===== src/sfla_pkg.sv =====
// Package for the sorted free-list allocator: item types, codes and constants.
// Used by every module in src; it depends on nothing.
package sfla_pkg;

   localparam int ARENA_WORDS = 1024;
   localparam int DEFAULT_MAX_SEGMENTS = 64;
   localparam int ADDR_W = 10;
   localparam int LEN_W = 11;
   localparam int EPOCH_W = 8;

   localparam logic [1:0] FIT_FIRST = 2'd0;
   localparam logic [1:0] FIT_BEST = 2'd1;
   localparam logic [1:0] FIT_WORST = 2'd2;

   localparam logic [1:0] STATUS_OK = 2'd0;
   localparam logic [1:0] STATUS_NO_FIT = 2'd1;
   localparam logic [1:0] STATUS_TABLE_FULL = 2'd2;

   localparam logic REQ_ALLOC = 1'b0;
   localparam logic REQ_FREE = 1'b1;

   localparam logic CSR_FIT_MODE = 1'b0;
   localparam logic CSR_ARENA_SIZE = 1'b1;

   typedef struct packed {
      logic              req_type;
      logic [ADDR_W-1:0] alloc_words;
      logic [ADDR_W-1:0] block_address;
   } req_item_type;

   typedef struct packed {
      logic [1:0]        status;
      logic [ADDR_W-1:0] payload_address;
      logic [ADDR_W-1:0] granted_size;
   } rsp_item_type;

   typedef struct packed {
      logic [ADDR_W-1:0] start;
      logic [LEN_W-1:0]  length;
   } seg_type;

   typedef struct packed {
      logic [EPOCH_W-1:0] epoch;
      logic [LEN_W-1:0]   length;
   } blk_entry_type;

   typedef enum logic [2:0] {
      ST_IDLE,
      ST_READ,
      ST_SCAN,
      ST_DECIDE,
      ST_UPDATE,
      ST_RESP
   } state_type;

   typedef enum logic [1:0] {
      CMD_HOLD,
      CMD_ROTATE,
      CMD_INIT,
      CMD_UPDATE
   } cell_cmd_type;

   typedef enum logic [2:0] {
      UPD_NONE,
      UPD_MODIFY,
      UPD_DELETE,
      UPD_MODDEL,
      UPD_INSERT
   } upd_kind_type;

   typedef struct packed {
      cell_cmd_type cmd;
      upd_kind_type kind;
      seg_type      seg;
   } cell_ctl_type;

endpackage


===== src/sfla_cell.sv =====
// One free-table cell: holds a single segment and trades it with its neighbors.
// Depends on sfla_pkg.
module sfla_cell #(
   parameter int MAX_FREE_SEGMENTS = sfla_pkg::DEFAULT_MAX_SEGMENTS,
   parameter int INDEX = 0,
   parameter int IDX_W = $clog2(MAX_FREE_SEGMENTS)
) (
   input  logic                  clock,
   input  logic                  reset,
   input  sfla_pkg::cell_ctl_type ctl,
   input  logic [IDX_W-1:0]      idx,
   input  sfla_pkg::seg_type     left_seg,
   input  sfla_pkg::seg_type     right_seg,
   output sfla_pkg::seg_type     seg
);
   import sfla_pkg::*;

   localparam logic [IDX_W-1:0] MY_IDX = IDX_W'(INDEX);
   localparam logic [IDX_W-1:0] NEXT_IDX = IDX_W'(INDEX + 1);

   seg_type seg_ff;
   seg_type seg_in;

   always_comb begin
      seg_in = seg_ff;
      unique case (ctl.cmd)
         CMD_HOLD: seg_in = seg_ff;
         CMD_ROTATE: seg_in = right_seg;
         CMD_INIT: begin
            if (INDEX == 0) begin
               seg_in = ctl.seg;
            end
         end
         CMD_UPDATE: begin
            case (ctl.kind)
               UPD_MODIFY: begin
                  if (MY_IDX == idx) begin
                     seg_in = ctl.seg;
                  end
               end
               UPD_DELETE: begin
                  if (MY_IDX >= idx) begin
                     seg_in = right_seg;
                  end
               end
               UPD_MODDEL: begin
                  if (NEXT_IDX == idx) begin
                     seg_in = ctl.seg;
                  end else if (MY_IDX >= idx) begin
                     seg_in = right_seg;
                  end
               end
               UPD_INSERT: begin
                  if (MY_IDX == idx) begin
                     seg_in = ctl.seg;
                  end else if (MY_IDX > idx) begin
                     seg_in = left_seg;
                  end
               end
               default: seg_in = seg_ff;
            endcase
         end
         default: seg_in = seg_ff;
      endcase
   end

   always_ff @(posedge clock) begin
      if (reset) begin
         seg_ff <= '{start: '0, length: LEN_W'(ARENA_WORDS)};
      end else begin
         seg_ff <= seg_in;
      end
   end

   assign seg = seg_ff;

endmodule


===== config.mk =====
export PLATFORM = sky130hd
export DESIGN_NAME = sfla_cell
export DESIGN_NICKNAME = d
export VERILOG_FILES = /design/src/sfla_pkg.sv /design/src/sfla_cell.sv
export SDC_FILE = /design/constraint.sdc
export NUM_CORES = 1
export LEC_CHECK = 0
export ABC_CLOCK_PERIOD_IN_PS = 3750
export BUFFER_PORTS_ARGS = -buffer_cell sky130_fd_sc_hd__clkbuf_2
export CORE_ASPECT_RATIO = 2
export CORE_MARGIN = 5
export CORE_UTILIZATION = 47
export DETAILED_ROUTE_END_ITERATION = 10
export MAX_ROUTING_LAYER = met4
export PLACE_DENSITY = 0.85
export SLEW_MARGIN = 25
export SYNTH_ARGS = -nofsm -noshare
export SYNTH_HDL_FRONTEND = slang
export SYNTH_SLANG_ARGS = --single-unit

===== constraint.sdc =====
create_clock -name clock -period 3.75 [get_ports clock]
set_clock_uncertainty 0.15 [all_clocks]
set_input_delay 0.75 -clock clock [delete_from_list [all_inputs] [get_ports clock]]
set_output_delay 0.75 -clock clock [all_outputs]
set_load 0.01 [all_outputs]

==> qor.csv, run 1 <==
metric,value,unit
worstSetupEndpointType,register,
reg2reg_from,seg[2]$_SDFFE_PP0P_,
min-delay-path-class,register to register,
grt_pass1_wl,8.71,mm
total_power,0.626,mW
tns,0,ps
crit_type,input pin to register,
max_freq,419,MHz
p_leak,1.09,nW
yosysWarnings,0,
syn_area,1660,sq um
r2r_slack,2590,ps
yosysUniqueCellTypes,32,
pin_count,97,
cp.arrival,2400,ps
r2r_cells,3,
highest_layer,met4,
largest_register_ffs,21,
io_buffer_count,96,
num_vias,2060,
htreeDepth,1,
avgRoutedWirePerCell,16.3,microns
cts_tree,done,
antenna_left,0,
grt_usage,23.2,%
finalMaxSlewViolations,0,
die_h,94.0,microns
post_cts_resized,0,
grt_antenna_before_repair,0,
area_delta_synth_final,35.0,%
wl_met1,1.96,mm
holdPathStages,2,
die_w,52.0,microns
grt_setup_unrepaired,false,
first_iter_violations,139,
worst_skew_pair.late_latency,260,ps
dp.cells,333,
tightestPinTransition,789,ps
cts_sinks,21,
numCtsBuffers,3,
dp_hpwl,4.25,mm
diodes,0,
status,"finished, final reports clean",
grt_overflow,0,
drive_gt1_share,39.1,%
die_area,4880,sq um
finish.utilization,65.5,%
start_kind,input pin,
drtPass1Iterations,5,
std_cell_rows,30,
postLayoutCellArea,2240,sq um
hold_path_startpoint,seg[20]$_SDFFE_PP0P_,
cts_hold_buf,0,
r2r_end,seg[2]$_SDFFE_PP0P_,
place_area,2190,sq um
whs_endpoint,seg[20]$_SDFFE_PP0P_,
cp_max_fo,11,
peakVddDrop,0.216,mV
required,3760,ps
postCtsSetupBuffers,0,
coreArea,3420,sq um
syn_inst,197,
wl_met3,404,microns
period_share,63.7,%
fillers,305,
power_density,280,nW/um^2
yosysSeqAreaShare,25.4,%
setup_violations,0,
path_clk_slew,80,ps
clk_path_buf_depth,2,
syn_nets,273,
start_util,48.5,%
nNetsFinal,366,
drc,0,
via_per_inst,6.11,
grt_max_degree,24,
ys_ff_latch,21,
root_buffer,clkbuf_8,
drt_wl_total,5.49,mm
avgSynthCellArea,8.41,sq um
maxCapViolCount,0,
hold_viol,0,
slew_headroom,47.2,%
grt_pass1_vias,2043,
place_congestion,0.969,
post-route-min-period,2390,ps
instances_no_fill,337,
wl_met2,2.98,mm
cells in the final DEF, fill, tap and decap left out, types with 3 or more instances in the layout:
master	count
nor2_1	24
inv_1	4
clkbuf_2	96
mux2i_1	20
clkbuf_8	3
buf_4	10
nand2_1	23
a222oi_1	20
a311oi_1	20
dfxtp_1	21
o21a_1	20
where the power goes:
part	switching, mW	leakage [nW]	total [mW]	internal (mW)
Combinational	0.109	0.886	0.211	0.102
Sequential	0.0181	0.175	0.264	0.246
Clock	0.0776	0.0255	0.152	0.0741
Total	0.205	1.09	0.626	0.421
worst max-delay path: stages:
cell and delay, ps:
clkbuf_2 140, inv_1 60, nor2_1 620, buf_4 310, a222oi_1 100, o21a_1 120, a311oi_1 290
cells by family (layout without fill, tap and decap cells):
logic type	after synthesis	in the layout	synth area share [%]
AND/OR/NAND/NOR	61	61	17.5
buffers and inverters	22	114	5.89
flip-flops	21	21	25.4
AO/OA/AOI/OAI	73	73	39.1
multiplexers	20	20	12.1
cell usage after synthesis (all sizes together):
| master | number | area (sq um) |
|---|---|---|
| o32ai | 1 | 27.5 |
| inv | 4 | 15.0 |
| nor2b | 1 | 6.26 |
| a21oi | 2 | 10.0 |
| nand3 | 2 | 10.0 |
| a311oi | 20 | 175 |
| clkbuf | 10 | 37.5 |
| a211oi | 1 | 12.5 |
| nand2b | 1 | 6.26 |
| a311o | 1 | 10.0 |
| nor4bb | 1 | 10.0 |
| or4 | 2 | 15.0 |
| nand4b | 1 | 8.76 |
| o2111ai | 1 | 8.76 |
| buf | 8 | 45.0 |
| o211ai | 1 | 7.51 |
| nor4 | 1 | 21.3 |
| o311ai | 1 | 8.76 |
| dfxtp | 21 | 420 |
| nor3b | 2 | 15.0 |
| a222oi | 20 | 200 |
| nand4 | 2 | 12.5 |
| a22oi | 1 | 7.51 |
| or3b | 1 | 8.76 |
| a211o | 1 | 8.76 |
| a31oi | 2 | 12.5 |
| o21a | 20 | 150 |
| nand2 | 23 | 86.3 |
| nor2 | 24 | 90.1 |
| a41oi | 1 | 8.76 |
| mux2i | 20 | 200 |
metal layers:
metal,up-vias,global-route usage [%]
met5,-,-
met4,0,12.3
met3,14,2.54
met2,107,41.6
met1,952,23.7
li1,987,-
per-stage QoR:
| step | setup slack (ps) | hold slack [ps] |
|---|---|---|
| final | 1360 | 366 |
| after global routing | 1170 | 402 |
| after CTS | 1350 | 370 |
| after detailed placement | 1060 | 352 |
| after global placement | 1130 | 347 |
| after floorplan | 1400 | 371 |
worst max path at each step:
stage	from	to	slack, ps	cells after the start
finish	ctl[25]	seg[2]$_SDFFE_PP0P_	1360	7
global route	idx[2]	seg[18]$_SDFFE_PP0P_	1170	7
CTS	ctl[25]	seg[2]$_SDFFE_PP0P_	1350	7
detailed placement	ctl[25]	seg[2]$_SDFFE_PP0P_	1060	7
global placement	ctl[25]	seg[2]$_SDFFE_PP0P_	1130	7
floorplan	idx[2]	seg[0]$_SDFFE_PP0P_	1400	6
cell type report:
type	instances	area [sq um]	area share, %
flip-flops and latches	21	420	18.8
inverters	4	15.0	0.672
repair buffers	106	556	24.8
clock buffers	3	41.3	1.85
clock inverters	1	5.00	0.224
multi-input cells	154	1140	50.9
well taps	48	60.1	2.69
Power figures use the tool's default switching activity.
==> run 2: changes to the inputs <==
- ABC_CLOCK_PERIOD_IN_PS: 3750 -> 2500
- CORE_UTILIZATION: 47 -> 44
- PLACE_DENSITY: 0.85 -> 0.81
- clock period: 3.75 -> 2.5 ns (I/O delays scaled with it)
==> run 2 against run 1 <==
Compared with the run above: via count barely moved; sequential share of layout area hardly changed; critical path depth unchanged; combinational power increased by 51%; global-route usage decreased by 1.4 points; wire length decreased by 0.42%; non-clock buffer count down 3; design area is 0.17% higher; sequential cell count unchanged; worst setup slack worse by 1000 ps; worst hold slack got worse by 21 ps; die area rose by 5.8%.
==> qor.csv, run 2 (same netlist as run 1, synthesis figures left out) <==
metric,value,unit,change
p_leak,1.08,nW,-0.27%
total_power,0.935,mW,+49%
drive_gt1_share,38.5,%,-0.64 points
layout_setup_ws,355,ps,-1010 ps
maxCapViolCount,0,,unchanged
grt_pass1_vias,2107,,+3.1%
die_w,53.4,microns,+2.7%
max_freq,466,MHz,
post-route-min-period,2150,ps,
via_per_inst,6.14,,+0.50%
grt_max_degree,43,,+79%
largest_register_ffs,21,,unchanged
start_kind,input pin,,
avgRoutedWirePerCell,16.3,microns,+0.18%
dp.cells,331,,-0.60%
post_cts_resized,0,,unchanged
diodes,0,,unchanged
grt_pass1_wl,8.74,mm,+0.24%
slowest_delay,500,ps,-120 ps
coreArea,3650,sq um,+6.7%
slew_headroom,67.2,%,+20 points
tightestPinTransition,488,ps,-300 ps
worstSetupEndpointType,register,,
status,"finished, final reports clean",,
die_area,5170,sq um,+5.8%
finish.utilization,61.4,%,-4.0 points
r2r_slack,1350,ps,-1240 ps
postLayoutCellArea,2240,sq um,+0.17%
path_clk_slew,80,ps,about the same
power_density,417,nW/um^2,+49%
first_iter_violations,88,,-37%
htreeDepth,1,,unchanged
period_share,85.8,%,
grt_usage,21.8,%,-1.4 points
cp.arrival,2150,ps,-250 ps
io_buffer_count,96,,unchanged
tns,0,ps,unchanged
clk_path_buf_depth,2,,unchanged
crit_type,input pin to register,,
layout_commonest_cell,clkbuf_2,,
cts_sinks,21,,unchanged
dp_hpwl,4.06,mm,-4.4%
numCtsBuffers,3,,unchanged
path_cells,"clkbuf_2, nor4_4, nand4b_1, a22oi_1, buf_4, nand2_1, a311oi_1",,
cp_max_fo,20,,+9
num_vias,2058,,-0.097%
grt_overflow,0,,unchanged
finalMaxSlewViolations,0,,unchanged
slowest_stage,nor4_4,,
worst_skew_pair.late_latency,250,ps,about the same
min-delay-path-class,input pin to register,,
holdWs,345,ps,-21.0 ps
place_ws,99.4,ps,-959 ps
hold_viol,0,,unchanged
setup_violations,0,,unchanged
mostFrequentLayoutCells,"96 x clkbuf_2, 24 x nor2_1, 23 x nand2_1, 21 x dfxtp_1",,
peakVddDrop,0.277,mV,+28%
die_h,96.8,microns,+3.0%
drt_wl_total,5.47,mm,-0.42%
drc,0,,unchanged
cts_tree,done,,
cts_hold_buf,0,,unchanged
place_congestion,0.859,,-11%
grt_antenna_before_repair,0,,unchanged
pin_count,97,,unchanged
nNetsFinal,363,,-0.82%
instances_no_fill,335,,-0.59%
postCtsSetupBuffers,0,,unchanged
antenna_left,0,,unchanged
start_util,45.4,%,-3.1 points
grt_setup_unrepaired,false,,
std_cell_rows,31,,+3.3%
drtPass1Iterations,8,,+3
required,2510,ps,-1250 ps
place_area,2190,sq um,+0.17%
area_delta_synth_final,35.2,%,
root_buffer,clkbuf_8,,
-- run 2: worst paths after layout --
path | from | endpoint | cells after the start
min | ctl[4] | seg[4]$_SDFFE_PP0P_ | 3
max | idx[2] | seg[0]$_SDFFE_PP0P_ | 7
min reg2reg | seg[5]$_SDFFE_PP0P_ | seg[5]$_SDFFE_PP0P_ | 2
max reg2reg | seg[17]$_SDFFE_PP0P_ | seg[17]$_SDFFE_PP0P_ | 3
-- run 2: metal layers --
| metal | part of all wire, % | routed length (microns) | global-route usage [%] | vias up |
|---|---|---|---|---|
| met2 | 55 | 3000 | 40.3 | 100 |
| met1 | 36 | 1980 | 21.6 | 962 |
| met5 | 0 | 0 | - | - |
| met4 | 2.5 | 139 | 9.45 | 0 |
| li1 | - | - | - | 984 |
| met3 | 6.3 | 346 | 1.85 | 12 |
-- run 2: area by class of cell --
type | count | area (sq um)
Sequential cell | 21 | 420
Multi-Input combinational cell | 154 | 1140
Clock buffer | 3 | 41.3
Tap cell | 49 | 61.3
Fill cell | 378 | 1410
Clock inverter | 1 | 5.00
Inverter | 4 | 15.0
Timing Repair Buffer | 103 | 558
-- run 2: where the power goes --
group / internal (mW) / switching, mW / leakage (nW)
clock: 0.111 / 0.110 / 0.0255
combinational: 0.155 / 0.164 / 0.884
sequential: 0.368 / 0.0263 / 0.175
total: 0.634 / 0.300 / 1.08
-- run 2: critical path: cells and delay by family --
| family | cells | cell delay, ps |
|---|---|---|
| AO/OA/AOI/OAI | 2 | 500 |
| AND/OR/NAND/NOR | 3 | 780 |
| buffers and inverters | 2 | 370 |
==> run 3: changes to the inputs <==
- ABC_AREA: default -> 1
- CORE_UTILIZATION: 44 -> 50
- PLACE_DENSITY: 0.81 -> 0.82
- SKIP_CTS_REPAIR_TIMING: default -> 1
==> run 3 against run 2 <==
Compared with the run above: via count increased by 67%; sequential share of layout area is 4.9 points lower; clock power up 9.5%; critical path depth up 3; die area rose by 25%; total power grew 16%; wire length grew 54%; highest routed layer unchanged; cell count increased by 80%; synthesized area is 48% higher; sequential cell count stayed put; non-clock buffer count rose by 10; synthesized cell count grew 140%.
==> qor.csv, run 3 <==
metric,value,unit,change
diodes,0,,unchanged
min-delay-path-class,input pin to register,,
largest_register_ffs,21,,unchanged
grt_overflow,0,,unchanged
peakVddDrop,0.298,mV,+7.8%
use_met1,27.2,%,+5.7 points
netlist.area_leader.share,18.1,%,-7.3 points
pin_count,97,,unchanged
combPwrFrac,42.1,%,+7.9 points
grt_antenna_before_repair,0,,unchanged
status,"finished, final reports clean",,
die_area,6470,sq um,+25%
power_density,359,nW/um^2,-14%
setup_violations,0,,unchanged
first_iter_violations,273,,+210%
avgRoutedWirePerCell,13.9,microns,-15%
coreArea,4820,sq um,+32%
worst_skew_pair.late_latency,270,ps,+20 ps
reg2reg_from,seg[13]$_SDFFE_PP0P_,,
r2r_end,seg[13]$_SDFFE_PP0P_,,
htreeDepth,1,,unchanged
p_leak,1.80,nW,+66%
total_power,1.09,mW,+16%
via_per_inst,5.68,,-7.5%
synth_top_area_cell,nand2_1,,
synth_ff_type,dfxtp_1,,
path_cells,"clkbuf_2, nor2_4, buf_4, nand2_1, o21ai_2, buf_4, nand3_1, nand3_1, nand2_1, a21oi_1",,
maxCapViolCount,0,,unchanged
syn_nets,542,,+99%
syn_inst,466,,+140%
grt_usage,26.8,%,+4.9 points
switching_share,39.2,%,+7.1 points
tns,0,ps,unchanged
cp_max_fo,21,,+5.0%
cp.arrival,1910,ps,-240 ps
r2r_cells,6,,+3
cts_sinks,21,,unchanged
busiest_layer,met2,,
syn_area,2440,sq um,+48%
drtPass1Iterations,5,,-3
holdPathStages,3,,unchanged
synth-async-reset-ratio,0,%,unchanged
io_buffer_count,96,,unchanged
seqPwrFrac,35.7,%,-6.5 points
layout_commonest_cell,nand2_1,,
grt_use_met2,46.2,%,+5.9 points
setup.worst_path.start,idx[5],,
internal-power,0.660,mW,+4.1%
synth_edf_count,0,,unchanged
period_share,74.3,%,-12 points
worstSetupEndpointType,register,,
max_freq,539,MHz,+16%
dp_hpwl,6.02,mm,+48%
avgSynthCellArea,5.24,sq um,-38%
drive_gt1_share,23.0,%,-15 points
finalMaxSlewViolations,0,,unchanged
mostFrequentLayoutCells,"118 x nand2_1, 96 x clkbuf_2, 89 x inv_1, 86 x nand3_1, 40 x nand4_1",,
nNetsFinal,624,,+72%
r2r_slack,1440,ps,+90 ps
ys_ff_latch,21,,unchanged
p_sw,0.426,mW,+42%
grt_pass1_vias,3351,,+59%
yosysSeqAreaShare,17.2,%,-8.2 points
path_clk_slew,90,ps,about the same
hold_viol,0,,unchanged
synth_most_common_cell,nand2_1,,
area_delta_synth_final,23.8,%,
start_util,50.7,%,+5.3 points
start_kind,input pin,,
numCtsBuffers,3,,unchanged
crit_type,input pin to register,,
ys_top_cells_by_area,"nand2_1 18%, nand3_1 18%, dfxtp_1 17%",,
tightestPinTransition,727,ps,+238 ps
antenna_left,0,,unchanged
num_vias,3431,,+67%
grt_pass1_wl,13.6,mm,+56%
yosysWarnings,0,,unchanged
required,2560,ps,+50 ps
slowest_delay,270,ps,-230 ps
grt_max_degree,43,,unchanged
place_congestion,0.930,,+8.2%
yosysUniqueCellTypes,19,,-41%
dp.cells,600,,+81%
met3_usage,2.61,%,+0.76 points
synthTopCellsByCount,"118 x nand2_1, 89 x inv_1, 86 x nand3_1, 40 x nand4_1, 26 x nor2_1",,
post-route-min-period,1860,ps,-289 ps
root_buffer,clkbuf_8,,
cp-endpoint,seg[15]$_SDFFE_PP0P_,,
drt_wl_total,8.42,mm,+54%
slew_headroom,51.5,%,-16 points
die_h,109,microns,+12%
grt_setup_unrepaired,false,,
std_cell_rows,36,,+16%
clockPowerShare,22.3,%,-1.3 points
cts_tree,done,,
die_w,59.4,microns,+11%
slowest_stage,buf_4,,
instances_no_fill,604,,+80%
drc,0,,unchanged
clk_path_buf_depth,2,,unchanged
## run 3: final cells by class
class,instances,area [sq um]
clock buffers,3,41.3
clock inverters,1,5.00
fillers,506,1800
inverters,89,334
multi-input cells,320,1530
flip-flops and latches,21,420
well taps,57,71.3
repair buffers,113,621
## run 3: power by group through the flow
| stage | clock, mW | combinational (mW) | sequential [mW] |
|---|---|---|---|
| after global placement | 0 | 0.444 | 0.393 |
| after detailed placement | 0 | 0.451 | 0.394 |
| after global routing | 0.257 | 0.511 | 0.390 |
| after floorplan | 0 | 0.269 | 0.407 |
| after CTS | 0.246 | 0.453 | 0.387 |
| final | 0.242 | 0.457 | 0.387 |
## run 3: how the worst min path moves through the flow
stage	slack, ps	to	from
final	300	seg[10]$_SDFFE_PP1P_	reset
after floorplan	370	seg[10]$_SDFFE_PP1P_	seg[10]$_SDFFE_PP1P_
after global routing	330	seg[10]$_SDFFE_PP1P_	reset
after global placement	350	seg[10]$_SDFFE_PP1P_	seg[10]$_SDFFE_PP1P_
after detailed placement	370	seg[10]$_SDFFE_PP1P_	seg[10]$_SDFFE_PP1P_
after CTS	300	seg[10]$_SDFFE_PP1P_	reset
## run 3: routing by layer
layer	part of all wire (%)	vias to the layer above
li1	-	1671
met1	36	1513
met2	52	215
met3	8.8	32
met4	3.3	0
met5	0	-
## run 3: kinds of logic after synthesis
| logic type | after synthesis | synth area share (%) |
|---|---|---|
| AND/OR/NAND/NOR | 277 | 52.3 |
| AO/OA/AOI/OAI | 43 | 10.0 |
| buffers and inverters | 125 | 20.4 |
| flip-flops | 21 | 17.2 |
## run 3: critical path: cells and delay by family
kind,cells,cell delay [ps]
buffers and inverters,3,640
AND/OR/NAND/NOR,5,490
AO/OA/AOI/OAI,2,270
## run 3: through the flow
stage	cell area (sq um)	util (%)	setup slack, ps	hold WS (ps)
2_1_floorplan	2440	-	844	372
3_3_place_gp	2980	61.8	437	354
3_5_place_dp	2980	61.8	390	374
4_1_cts	3020	62.7	678	296
5_1_grt	3020	62.7	518	330
6_report	3020	62.7	644	301
